$ cat src/sv/wsp_pkg.sv
// ----------------------------------------------------------------------------
// wsp_pkg
// types, codes and constants shared by the wav stream pcm extractor
// ----------------------------------------------------------------------------
package wsp_pkg;

	localparam logic [31:0] TAG_RIFF    = 32'h5249_4646;
	localparam logic [31:0] TAG_WAVE    = 32'h5741_5645;
	localparam logic [31:0] TAG_FMT     = 32'h666D_7420;
	localparam logic [31:0] TAG_DATA    = 32'h6461_7461;
	localparam logic [31:0] FMT_MIN_LEN = 32'd16;
	localparam logic [7:0]  SAMPLE_BIAS = 8'h80;
	localparam logic [31:0] THIRD_RECIP = 32'hAAAA_AAAB;
	localparam int          THIRD_SHIFT = 33;

	typedef enum logic [3:0] {
		PH_RIFF  = 4'd0,
		PH_RSIZE = 4'd1,
		PH_WAVE  = 4'd2,
		PH_ID    = 4'd3,
		PH_SIZE  = 4'd4,
		PH_FMT   = 4'd5,
		PH_SKIP  = 4'd6,
		PH_DATA  = 4'd7,
		PH_IDLE  = 4'd8,
		PH_COUNT = 4'd9
	} phase_t;

	typedef enum logic [1:0] {
		KIND_FORMAT  = 2'd0,
		KIND_SAMPLE  = 2'd1,
		KIND_PARTIAL = 2'd2,
		KIND_ERROR   = 2'd3
	} kind_t;

	typedef enum logic [2:0] {
		ERR_NOT_RIFF  = 3'd0,
		ERR_NOT_WAVE  = 3'd1,
		ERR_FMT_SHORT = 3'd2,
		ERR_BAD_WIDTH = 3'd3,
		ERR_NO_FMT    = 3'd4
	} err_t;

	typedef struct packed {
		logic [7:0] data_byte;
		logic       start_of_file;
	} in_beat_t;

	typedef struct packed {
		logic [1:0]         kind;
		logic signed [15:0] sample_value;
		logic [15:0]        channel_count;
		logic [31:0]        rate_hz;
		logic [15:0]        sample_bits;
		logic [31:0]        sample_total;
		logic [2:0]         error_code;
		logic               last_of_data;
	} out_beat_t;

	typedef struct packed {
		logic       sof_clear;
		logic [3:0] idx;
		logic       tag_shift;
		logic       len_clear;
		logic       len_byte;
		logic       rem_load_fmt;
		logic       rem_load_len;
		logic       rem_dec;
		logic       fmt_byte;
		logic       fmt_set;
		logic       data_open;
		logic       data_step;
		logic       out_load;
		kind_t      out_kind;
		err_t       out_err;
		logic       out_last;
	} cmd_t;

	typedef struct packed {
		logic tag_riff;
		logic tag_wave;
		logic tag_fmt;
		logic tag_data;
		logic len_short;
		logic len_zero_next;
		logic len_zero;
		logic rem_zero;
		logic rem_one;
		logic fmt_known;
		logic width_ok;
		logic sample_done;
	} stat_t;

endpackage

$ cat src/sv/wav_stream_pcm_extractor.sv
// ----------------------------------------------------------------------------
// wav_stream_pcm_extractor
// byte-stream wav parser emitting format, 16-bit pcm samples, partial samples and errors
// ----------------------------------------------------------------------------
// One file byte is taken per cycle. The single exception is the last byte of
// the data chunk header: after it the input is held off while the sample
// count is formed (a 32x32 reciprocal multiply for 3-byte samples) and the
// format or error beat is loaded. Results sit in one output register, so
// the next byte is taken in the same cycle that a waiting result is taken;
// while a result is stalled, input is stalled too. No clearing pass after reset.
module wav_stream_pcm_extractor (
	input  logic               clk,
	input  logic               arst_n,
	input  logic               byte_valid,
	output logic               byte_stall,
	input  wsp_pkg::in_beat_t  byte_beat,
	output logic               res_valid,
	input  logic               res_stall,
	output wsp_pkg::out_beat_t res_beat
);
	import wsp_pkg::*;

	cmd_t  cmd;
	stat_t stat;

	wsp_ctrl u_ctrl (
		.clk        (clk),
		.arst_n     (arst_n),
		.byte_valid (byte_valid),
		.sof        (byte_beat.start_of_file),
		.byte_stall (byte_stall),
		.res_valid  (res_valid),
		.res_stall  (res_stall),
		.stat       (stat),
		.cmd        (cmd)
	);

	wsp_dp u_dp (
		.clk       (clk),
		.arst_n    (arst_n),
		.data_byte (byte_beat.data_byte),
		.cmd       (cmd),
		.stat      (stat),
		.res_beat  (res_beat)
	);

	a_no_overwrite: assert property (@(posedge clk) disable iff (!arst_n)
		cmd.out_load |-> (!res_valid || !res_stall))
		else $error("result register overwritten while stalled");

	a_data_open_ok: assert property (@(posedge clk) disable iff (!arst_n)
		cmd.data_open |-> (stat.fmt_known && stat.width_ok))
		else $error("data chunk started without a usable format");

	a_rem_no_wrap: assert property (@(posedge clk) disable iff (!arst_n)
		cmd.rem_dec |-> !stat.rem_zero)
		else $error("remaining byte count wrapped");

	a_load_once: assert property (@(posedge clk) disable iff (!arst_n)
		cmd.data_open |=> !cmd.data_open)
		else $error("data chunk started twice in a row");

endmodule

$ cat src/sv/wsp_ctrl.sv
// ----------------------------------------------------------------------------
// wsp_ctrl
// parse state machine, header byte counter and handshake control
// ----------------------------------------------------------------------------
module wsp_ctrl (
	input  logic          clk,
	input  logic          arst_n,
	input  logic          byte_valid,
	input  logic          sof,
	output logic          byte_stall,
	output logic          res_valid,
	input  logic          res_stall,
	input  wsp_pkg::stat_t stat,
	output wsp_pkg::cmd_t  cmd
);
	import wsp_pkg::*;

	phase_t     phase_q, phase_d, cur_phase;
	logic [3:0] hi_q, hi_d, cur_hi, hi_inc;
	logic       res_valid_q, res_valid_d;
	logic       slot_free, accept;

	always_ff @(posedge clk or negedge arst_n) begin
		if (!arst_n) begin
			phase_q     <= PH_RIFF;
			hi_q        <= '0;
			res_valid_q <= 1'b0;
		end else begin
			phase_q     <= phase_d;
			hi_q        <= hi_d;
			res_valid_q <= res_valid_d;
		end
	end

	always_comb begin
		cmd        = '0;
		phase_d    = phase_q;
		hi_d       = hi_q;
		slot_free  = !res_valid_q || !res_stall;
		byte_stall = (phase_q == PH_COUNT) || !slot_free;
		accept     = byte_valid && !byte_stall;
		cur_phase  = sof ? PH_RIFF : phase_q;
		cur_hi     = sof ? 4'd0 : hi_q;
		hi_inc     = cur_hi + 4'd1;
		cmd.idx    = cur_hi;
		if (accept) begin
			cmd.sof_clear = sof;
			phase_d = cur_phase;
			hi_d    = cur_hi;
			unique case (cur_phase)
				PH_RIFF, PH_WAVE, PH_ID: begin
					cmd.tag_shift = 1'b1;
					hi_d = hi_inc;
					if (cur_hi == 4'd3) begin
						hi_d = '0;
						if (cur_phase == PH_RIFF) begin
							if (!stat.tag_riff) begin
								cmd.out_load = 1'b1;
								cmd.out_kind = KIND_ERROR;
								cmd.out_err  = ERR_NOT_RIFF;
								phase_d      = PH_IDLE;
							end else begin
								phase_d = PH_RSIZE;
							end
						end else if (cur_phase == PH_WAVE) begin
							if (!stat.tag_wave) begin
								cmd.out_load = 1'b1;
								cmd.out_kind = KIND_ERROR;
								cmd.out_err  = ERR_NOT_WAVE;
								phase_d      = PH_IDLE;
							end else begin
								phase_d = PH_ID;
							end
						end else begin
							cmd.len_clear = 1'b1;
							phase_d = PH_SIZE;
						end
					end
				end
				PH_RSIZE: begin
					hi_d = hi_inc;
					if (cur_hi == 4'd3) begin
						hi_d    = '0;
						phase_d = PH_WAVE;
					end
				end
				PH_SIZE: begin
					cmd.len_byte = 1'b1;
					hi_d = hi_inc;
					if (cur_hi == 4'd3) begin
						hi_d = '0;
						if (stat.tag_fmt) begin
							if (stat.len_short) begin
								cmd.out_load = 1'b1;
								cmd.out_kind = KIND_ERROR;
								cmd.out_err  = ERR_FMT_SHORT;
								phase_d      = PH_IDLE;
							end else begin
								cmd.rem_load_fmt = 1'b1;
								phase_d = PH_FMT;
							end
						end else if (stat.tag_data) begin
							phase_d = PH_COUNT;
						end else begin
							cmd.rem_load_len = 1'b1;
							phase_d = stat.len_zero_next ? PH_ID : PH_SKIP;
						end
					end
				end
				PH_FMT: begin
					cmd.fmt_byte = 1'b1;
					if (cur_hi == 4'd15) begin
						hi_d        = '0;
						cmd.fmt_set = 1'b1;
						phase_d     = stat.rem_zero ? PH_ID : PH_SKIP;
					end else begin
						hi_d = hi_inc;
					end
				end
				PH_SKIP: begin
					cmd.rem_dec = 1'b1;
					if (stat.rem_one) begin
						hi_d    = '0;
						phase_d = PH_ID;
					end
				end
				PH_DATA: begin
					cmd.rem_dec   = 1'b1;
					cmd.data_step = 1'b1;
					if (stat.rem_one) begin
						phase_d = PH_IDLE;
					end
					if (stat.sample_done) begin
						cmd.out_load = 1'b1;
						cmd.out_kind = KIND_SAMPLE;
						cmd.out_last = stat.rem_one;
					end else if (stat.rem_one) begin
						cmd.out_load = 1'b1;
						cmd.out_kind = KIND_PARTIAL;
						cmd.out_last = 1'b1;
					end
				end
				default: begin
					phase_d = PH_IDLE;
				end
			endcase
		end else if (phase_q == PH_COUNT && slot_free) begin
			cmd.out_load = 1'b1;
			phase_d      = PH_IDLE;
			if (!stat.fmt_known) begin
				cmd.out_kind = KIND_ERROR;
				cmd.out_err  = ERR_NO_FMT;
			end else if (!stat.width_ok) begin
				cmd.out_kind = KIND_ERROR;
				cmd.out_err  = ERR_BAD_WIDTH;
			end else begin
				cmd.data_open = 1'b1;
				cmd.out_kind  = KIND_FORMAT;
				cmd.out_last  = stat.len_zero;
				phase_d       = stat.len_zero ? PH_IDLE : PH_DATA;
			end
		end
		if (cmd.out_load) begin
			res_valid_d = 1'b1;
		end else if (!res_stall) begin
			res_valid_d = 1'b0;
		end else begin
			res_valid_d = res_valid_q;
		end
	end

	assign res_valid = res_valid_q;

endmodule

$ cat src/sv/wsp_dp.sv
// ----------------------------------------------------------------------------
// wsp_dp
// header fields, chunk counters, sample assembly and result register
// ----------------------------------------------------------------------------
module wsp_dp (
	input  logic               clk,
	input  logic               arst_n,
	input  logic [7:0]         data_byte,
	input  wsp_pkg::cmd_t      cmd,
	output wsp_pkg::stat_t     stat,
	output wsp_pkg::out_beat_t res_beat
);
	import wsp_pkg::*;

	logic [31:0] tag_q, len_q, rem_q, rate_q;
	logic [15:0] chan_q, bits_q;
	logic        fmt_known_q;
	logic [23:0] asm_q, asm_next;
	logic [1:0]  sbi_q, sbi_next;
	logic [2:0]  width_q;
	out_beat_t   out_q, out_d;

	logic [31:0] tag_next, len_next, total;
	logic [12:0] width_full;
	logic [15:0] sample;
	logic [63:0] prod;

	always_comb begin
		tag_next   = {tag_q[23:0], data_byte};
		len_next   = len_q | ({24'd0, data_byte} << {cmd.idx[1:0], 3'b000});
		width_full = bits_q[15:3];
		sbi_next   = sbi_q + 2'd1;
		asm_next   = {data_byte, asm_q[23:8]};
		prod       = 64'(len_q) * 64'(THIRD_RECIP);

		stat.tag_riff      = (tag_next == TAG_RIFF);
		stat.tag_wave      = (tag_next == TAG_WAVE);
		stat.tag_fmt       = (tag_q == TAG_FMT);
		stat.tag_data      = (tag_q == TAG_DATA);
		stat.len_short     = (len_next < FMT_MIN_LEN);
		stat.len_zero_next = (len_next == '0);
		stat.len_zero      = (len_q == '0);
		stat.rem_zero      = (rem_q == '0);
		stat.rem_one       = (rem_q == 32'd1);
		stat.fmt_known     = fmt_known_q;
		stat.width_ok      = (width_full != '0) && (width_full <= 13'd4);
		stat.sample_done   = (sbi_next == width_q[1:0]);

		if (width_q == 3'd1) begin
			sample = {data_byte ^ SAMPLE_BIAS, 8'h00};
		end else begin
			sample = asm_next[23:8];
		end

		case (bits_q[5:3])
			3'd2:    total = {1'b0, len_q[31:1]};
			3'd3:    total = 32'(prod[63:THIRD_SHIFT]);
			3'd4:    total = {2'b00, len_q[31:2]};
			default: total = len_q;
		endcase

		out_d              = '0;
		out_d.kind         = cmd.out_kind;
		out_d.last_of_data = cmd.out_last;
		case (cmd.out_kind)
			KIND_SAMPLE: begin
				out_d.sample_value = sample;
			end
			KIND_FORMAT: begin
				out_d.channel_count = chan_q;
				out_d.rate_hz       = rate_q;
				out_d.sample_bits   = bits_q;
				out_d.sample_total  = total;
			end
			KIND_ERROR: begin
				out_d.error_code = cmd.out_err;
			end
			default: begin
				out_d.sample_value = '0;
			end
		endcase
	end

	always_ff @(posedge clk or negedge arst_n) begin
		if (!arst_n) begin
			fmt_known_q <= 1'b0;
		end else if (cmd.sof_clear) begin
			fmt_known_q <= 1'b0;
		end else if (cmd.fmt_set) begin
			fmt_known_q <= 1'b1;
		end
	end

	always_ff @(posedge clk) begin
		if (cmd.tag_shift) begin
			tag_q <= tag_next;
		end
		if (cmd.len_clear) begin
			len_q <= '0;
		end else if (cmd.len_byte) begin
			len_q <= len_next;
		end
		if (cmd.rem_load_fmt) begin
			rem_q <= len_next - FMT_MIN_LEN;
		end else if (cmd.rem_load_len) begin
			rem_q <= len_next;
		end else if (cmd.data_open) begin
			rem_q <= len_q;
		end else if (cmd.rem_dec) begin
			rem_q <= rem_q - 32'd1;
		end
		if (cmd.fmt_byte) begin
			case (cmd.idx)
				4'd2:    chan_q[7:0]   <= data_byte;
				4'd3:    chan_q[15:8]  <= data_byte;
				4'd4:    rate_q[7:0]   <= data_byte;
				4'd5:    rate_q[15:8]  <= data_byte;
				4'd6:    rate_q[23:16] <= data_byte;
				4'd7:    rate_q[31:24] <= data_byte;
				4'd14:   bits_q[7:0]   <= data_byte;
				4'd15:   bits_q[15:8]  <= data_byte;
				default: rate_q        <= rate_q;
			endcase
		end
		if (cmd.data_open) begin
			width_q <= bits_q[5:3];
			asm_q   <= '0;
			sbi_q   <= '0;
		end else if (cmd.data_step) begin
			if (stat.sample_done || stat.rem_one) begin
				asm_q <= '0;
				sbi_q <= '0;
			end else begin
				asm_q <= asm_next;
				sbi_q <= sbi_next;
			end
		end
		if (cmd.out_load) begin
			out_q <= out_d;
		end
	end

	assign res_beat = out_q;

endmodule
$ cat config.mk
export PLATFORM = sky130hd
export DESIGN_NAME = wav_stream_pcm_extractor
export DESIGN_NICKNAME = d
export VERILOG_FILES = /design/src/sv/wsp_pkg.sv /design/src/sv/wav_stream_pcm_extractor.sv /design/src/sv/wsp_ctrl.sv /design/src/sv/wsp_dp.sv
export SDC_FILE = /design/constraint.sdc
export NUM_CORES = 2
export LEC_CHECK = 0
export BUFFER_PORTS_ARGS = -buffer_cell sky130_fd_sc_hd__buf_4
export CAP_MARGIN = 0
export CORE_MARGIN = 4
export CORE_UTILIZATION = 40
export CTS_CLUSTER_SIZE = 28
export DETAILED_ROUTE_END_ITERATION = 7
export GPL_TIMING_DRIVEN = 0
export HOLD_SLACK_MARGIN = 0.1
export REMOVE_ABC_BUFFERS = 1
export SLEW_MARGIN = 10
export SYNTH_ARGS = -nofsm -noshare
export SYNTH_HDL_FRONTEND = slang
export SYNTH_HIERARCHICAL = 1
export SYNTH_SLANG_ARGS = --single-unit
$ cat constraint.sdc
create_clock -name clk -period 18.5 [get_ports clk]
set_input_delay 0.925 -clock clk [delete_from_list [all_inputs] [get_ports clk]]
set_output_delay 0.925 -clock clk [all_outputs]
set_load 0.05 [all_outputs]
==> flow_summary.ini <==
[run_status]
outcome = finished, final reports clean

[detailed_routing]
firstDrtPassIters = 6
routedWlPerCell_um = 22.7
ant_nets = 0
drt_wl_total_um = 93800
vias_per_cell = 5.42
drc = 0
via_count = 22454
initialDrtViolationCount = 1917

[power_and_ir_drop]
power_density_nw_per_um2 = 145
p_switching_uw = 2510
ir_drop_v = 0.000166
pwr-share-clk = 0.135
p_sw_frac = 0.507
intPower_uw = 2440
p_seq_frac = 0.177
p_total_uw = 4950
p_leak_uw = 0.0154
pwr-share-comb = 0.687

[critical_path]
critical_path.slowest_cell = dfxtp_1
cp.arrival_ns = 9.55
crit_path_frequent_cell = fa_1
cpPeakStageDelay_ns = 0.97
critPathLaunchType = flip-flop
critical_path_class = flip-flop to flip-flop
reg2reg_slack_ns = 9.25
crit_path_end_kind = flip-flop
cp_cell_sequence = ha_1, xor2_1, ha_1, inv_1, fa_1, fa_1, inv_1, fa_1, fa_1, fa_1, inv_1, fa_1, inv_1, ha_1, a21oi_1, o21ai_0, a221oi_1, o41ai_1, a211oi_1, o311ai_0, a21oi_1, xor2_1, o22ai_1
cp.required_ns = 18.79
crit_fanout = 15

[die]
ioPinCount = 133
dieArea_um2 = 81400
die_w_um = 285
initial_core_util = 0.404
die_y_um = 285
num_rows = 101
coreArea_um2 = 76100

[clock_tree]
htreeDepth = 1
clock-root-buffer = clkbuf_16
cts_max_path_buffers = 3
postCtsSetupRepairBufs = 0
path_clk_slew_ns = 0.07
postCtsResizedCells = 0
clkSinkCount = 301
cts_buffers = 31
hold_buffers = 0
cts_tree = done
clk_latency_ns = 0.59

[sta]
setup_viol = 0
rsz0062_at_grt = no
period_minus_slack_ns = 9.25
finClkSkew_ns = 0.0119
timing.final.hold_violations = 0
maxSlewViolCount = 0
fin_crit_sh = 0.500
maxSlewHeadroom = 0.171
fmax_mhz = 108
tns_ns = 0
worstMarginPinSlew_ns = 1.23

[logic_synthesis]
async_flop_share = 0.0332
synthCells = 3012
synth_edf_count = 249
yosysMostFrequentCell = inv_1
ys.flop_type = edfxtp_1
ys_seq_elements = 301
yosys-top-cells-count = 527 x inv_1, 365 x fa_1, 355 x ha_1, 249 x edfxtp_1, 187 x a21oi_1
synth_area_um2 = 30800
avgSynthCellArea_um2 = 10.2
yosys_warnings = 6
synth_top_area_share = 0.243
synthTopCellsByArea = edfxtp_1 24%, fa_1 24%, ha_1 14%, inv_1 6.4%, a21oi_1 3.0%
yosysSeqAreaShare = 0.279
synth_area_leader_cell = edfxtp_1
ys_types = 85

[finish]
fillers = 7338
antennaDiodeCount = 0
regArea_um2 = 8570
num-nets-final = 3818
drive_gt1_frac = 0.0756
multi_input_area_um2 = 19800
area_growth_syn_to_layout_pct = 10.7

[global_routing]
grt_use_total = 0.229
grt_max_degree = 52
grt_pass1_wl_um = 142000
grt_antenna_before_repair = 0
grt_pass1_vias = 22584
grt_overflow = 0

[placed_design]
io_buffers = 132
dp.final_hpwl_um = 75200
gp_routability_congestion = 1.00

[worst_hold_path]
min_path_type = primary input to asynchronous set/reset pin

[flow_run]
cap_violations = 0
[logic make-up after synthesis]
group	synth area share
AND/OR/NAND/NOR	0.122
adder cells (fa/ha/maj)	0.382
buffers and inverters	0.0789
AO/OA/AOI/OAI	0.102
flip-flops	0.279
XOR/XNOR	0.0288
multiplexers	0.00761
[worst paths after layout]
| kind | start | endpoint | cells past startpoint |
|---|---|---|---|
| setup / recovery | u_dp/len_q[14] | u_dp/res_beat[29] | 23 |
| hold / removal | arst_n | u_ctrl/res_valid | 1 |
| setup reg to reg | u_dp/len_q[14] | u_dp/res_beat[29] | 23 |
| max in group asynchronous | arst_n | u_ctrl/hi_q[0] | 1 |
| hold reg to reg | u_dp/tag_q[23] | u_dp/tag_q[31] | 0 |
| min in group clk | u_dp/tag_q[23] | u_dp/tag_q[31] | 0 |
[metrics by stage]
step	cells	area [um^2]	util	worst slack, ns	hold slack (ns)
detailed placement	4082	33000	0.433	9.31	0.433
global route	4140	34100	0.448	8.91	0.137
global placement	4069	32600	0.428	6.30	0.429
floorplan	2907	30300	-	11.53	0.417
finish	4140	34100	0.448	9.25	0.156
CTS	4140	34000	0.448	9.30	0.123
[power groups by stage]
stage / combinational (uW) / sequential (uW) / clock (uW)
2_1_floorplan: 2300 / 883 / 0
3_3_place_gp: 3330 / 892 / 0
3_5_place_dp: 3320 / 889 / 0
4_1_cts: 3380 / 874 / 688
5_1_grt: 3850 / 881 / 715
6_report: 3400 / 877 / 671
[worst max-delay path: cells and delay by family, from the launching register on]
kind	cells	cell delay, ns
adder cells (fa/ha/maj)	9	4.24
flip-flops	1	0.97
XOR/XNOR	2	0.88
AO/OA/AOI/OAI	8	2.46
buffers and inverters	4	0.39
[state kept, by name, summed over array words and instances (netlist names)]
signal,flops
u_ctrl/hi_q,4
u_ctrl/phase_q,4
u_ctrl/res_valid,1
u_dp/asm_q,8
u_dp/bits_q,16
u_dp/chan_q,16
u_dp/fmt_known_q,1
u_dp/len_q,32
u_dp/rate_q,32
u_dp/rem_q,32
u_dp/res_beat,118
u_dp/sbi_q,2
u_dp/tag_q,32
u_dp/width_q,3
[placed cells by master (no fill, tap or decap), types with 9 or more instances in the layout]
| master | synthesis | layout |
|---|---|---|
| inv_1 | 527 | 526 |
| fa_1 | 365 | 365 |
| ha_1 | 355 | 355 |
| edfxtp_1 | 249 | 249 |
| a21oi_1 | 187 | 187 |
| nor2_1 | 186 | 180 |
| nand2_1 | 135 | 135 |
| buf_4 | 5 | 132 |
| o21ai_0 | 106 | 106 |
| and2_1 | 99 | 99 |
| nor3_1 | 63 | 62 |
| xnor2_1 | 53 | 53 |
| nand3_1 | 53 | 52 |
| xor2_1 | 48 | 48 |
| dfxtp_1 | 42 | 42 |
| a21o_1 | 37 | 37 |
| clkbuf_16 | 0 | 31 |
| nor2b_1 | 28 | 27 |
| nand2b_1 | 27 | 26 |
| nand4_1 | 25 | 25 |
| nor4_1 | 25 | 24 |
| mux2i_1 | 20 | 20 |
| a31oi_1 | 19 | 19 |
| o211ai_1 | 17 | 17 |
| o22ai_1 | 16 | 16 |
| o21bai_1 | 15 | 15 |
| a211oi_1 | 14 | 14 |
| o221ai_1 | 14 | 14 |
| and3_1 | 13 | 13 |
| or3_1 | 12 | 12 |
| o21a_1 | 11 | 11 |
| dfrtp_1 | 10 | 10 |
| nand3b_1 | 9 | 9 |
[routing by layer]
metal | track usage | up-vias | wire, um
li1 | - | 10313 | -
met2 | 0.375 | 962 | 43100
met4 | 0.0663 | 0 | 3450
met3 | 0.0454 | 178 | 8110
met5 | 0 | - | 0
met1 | 0.311 | 11001 | 39100
[final cells by class]
class,count,area share
inverters,528,0.0582
clock buffers,39,0.0237
flip-flops and latches,301,0.252
multi-input cells,2078,0.583
repair buffers,145,0.0379
clock inverters,19,0.00797
well taps,1030,0.0378
Power figures use the tool's default switching activity.
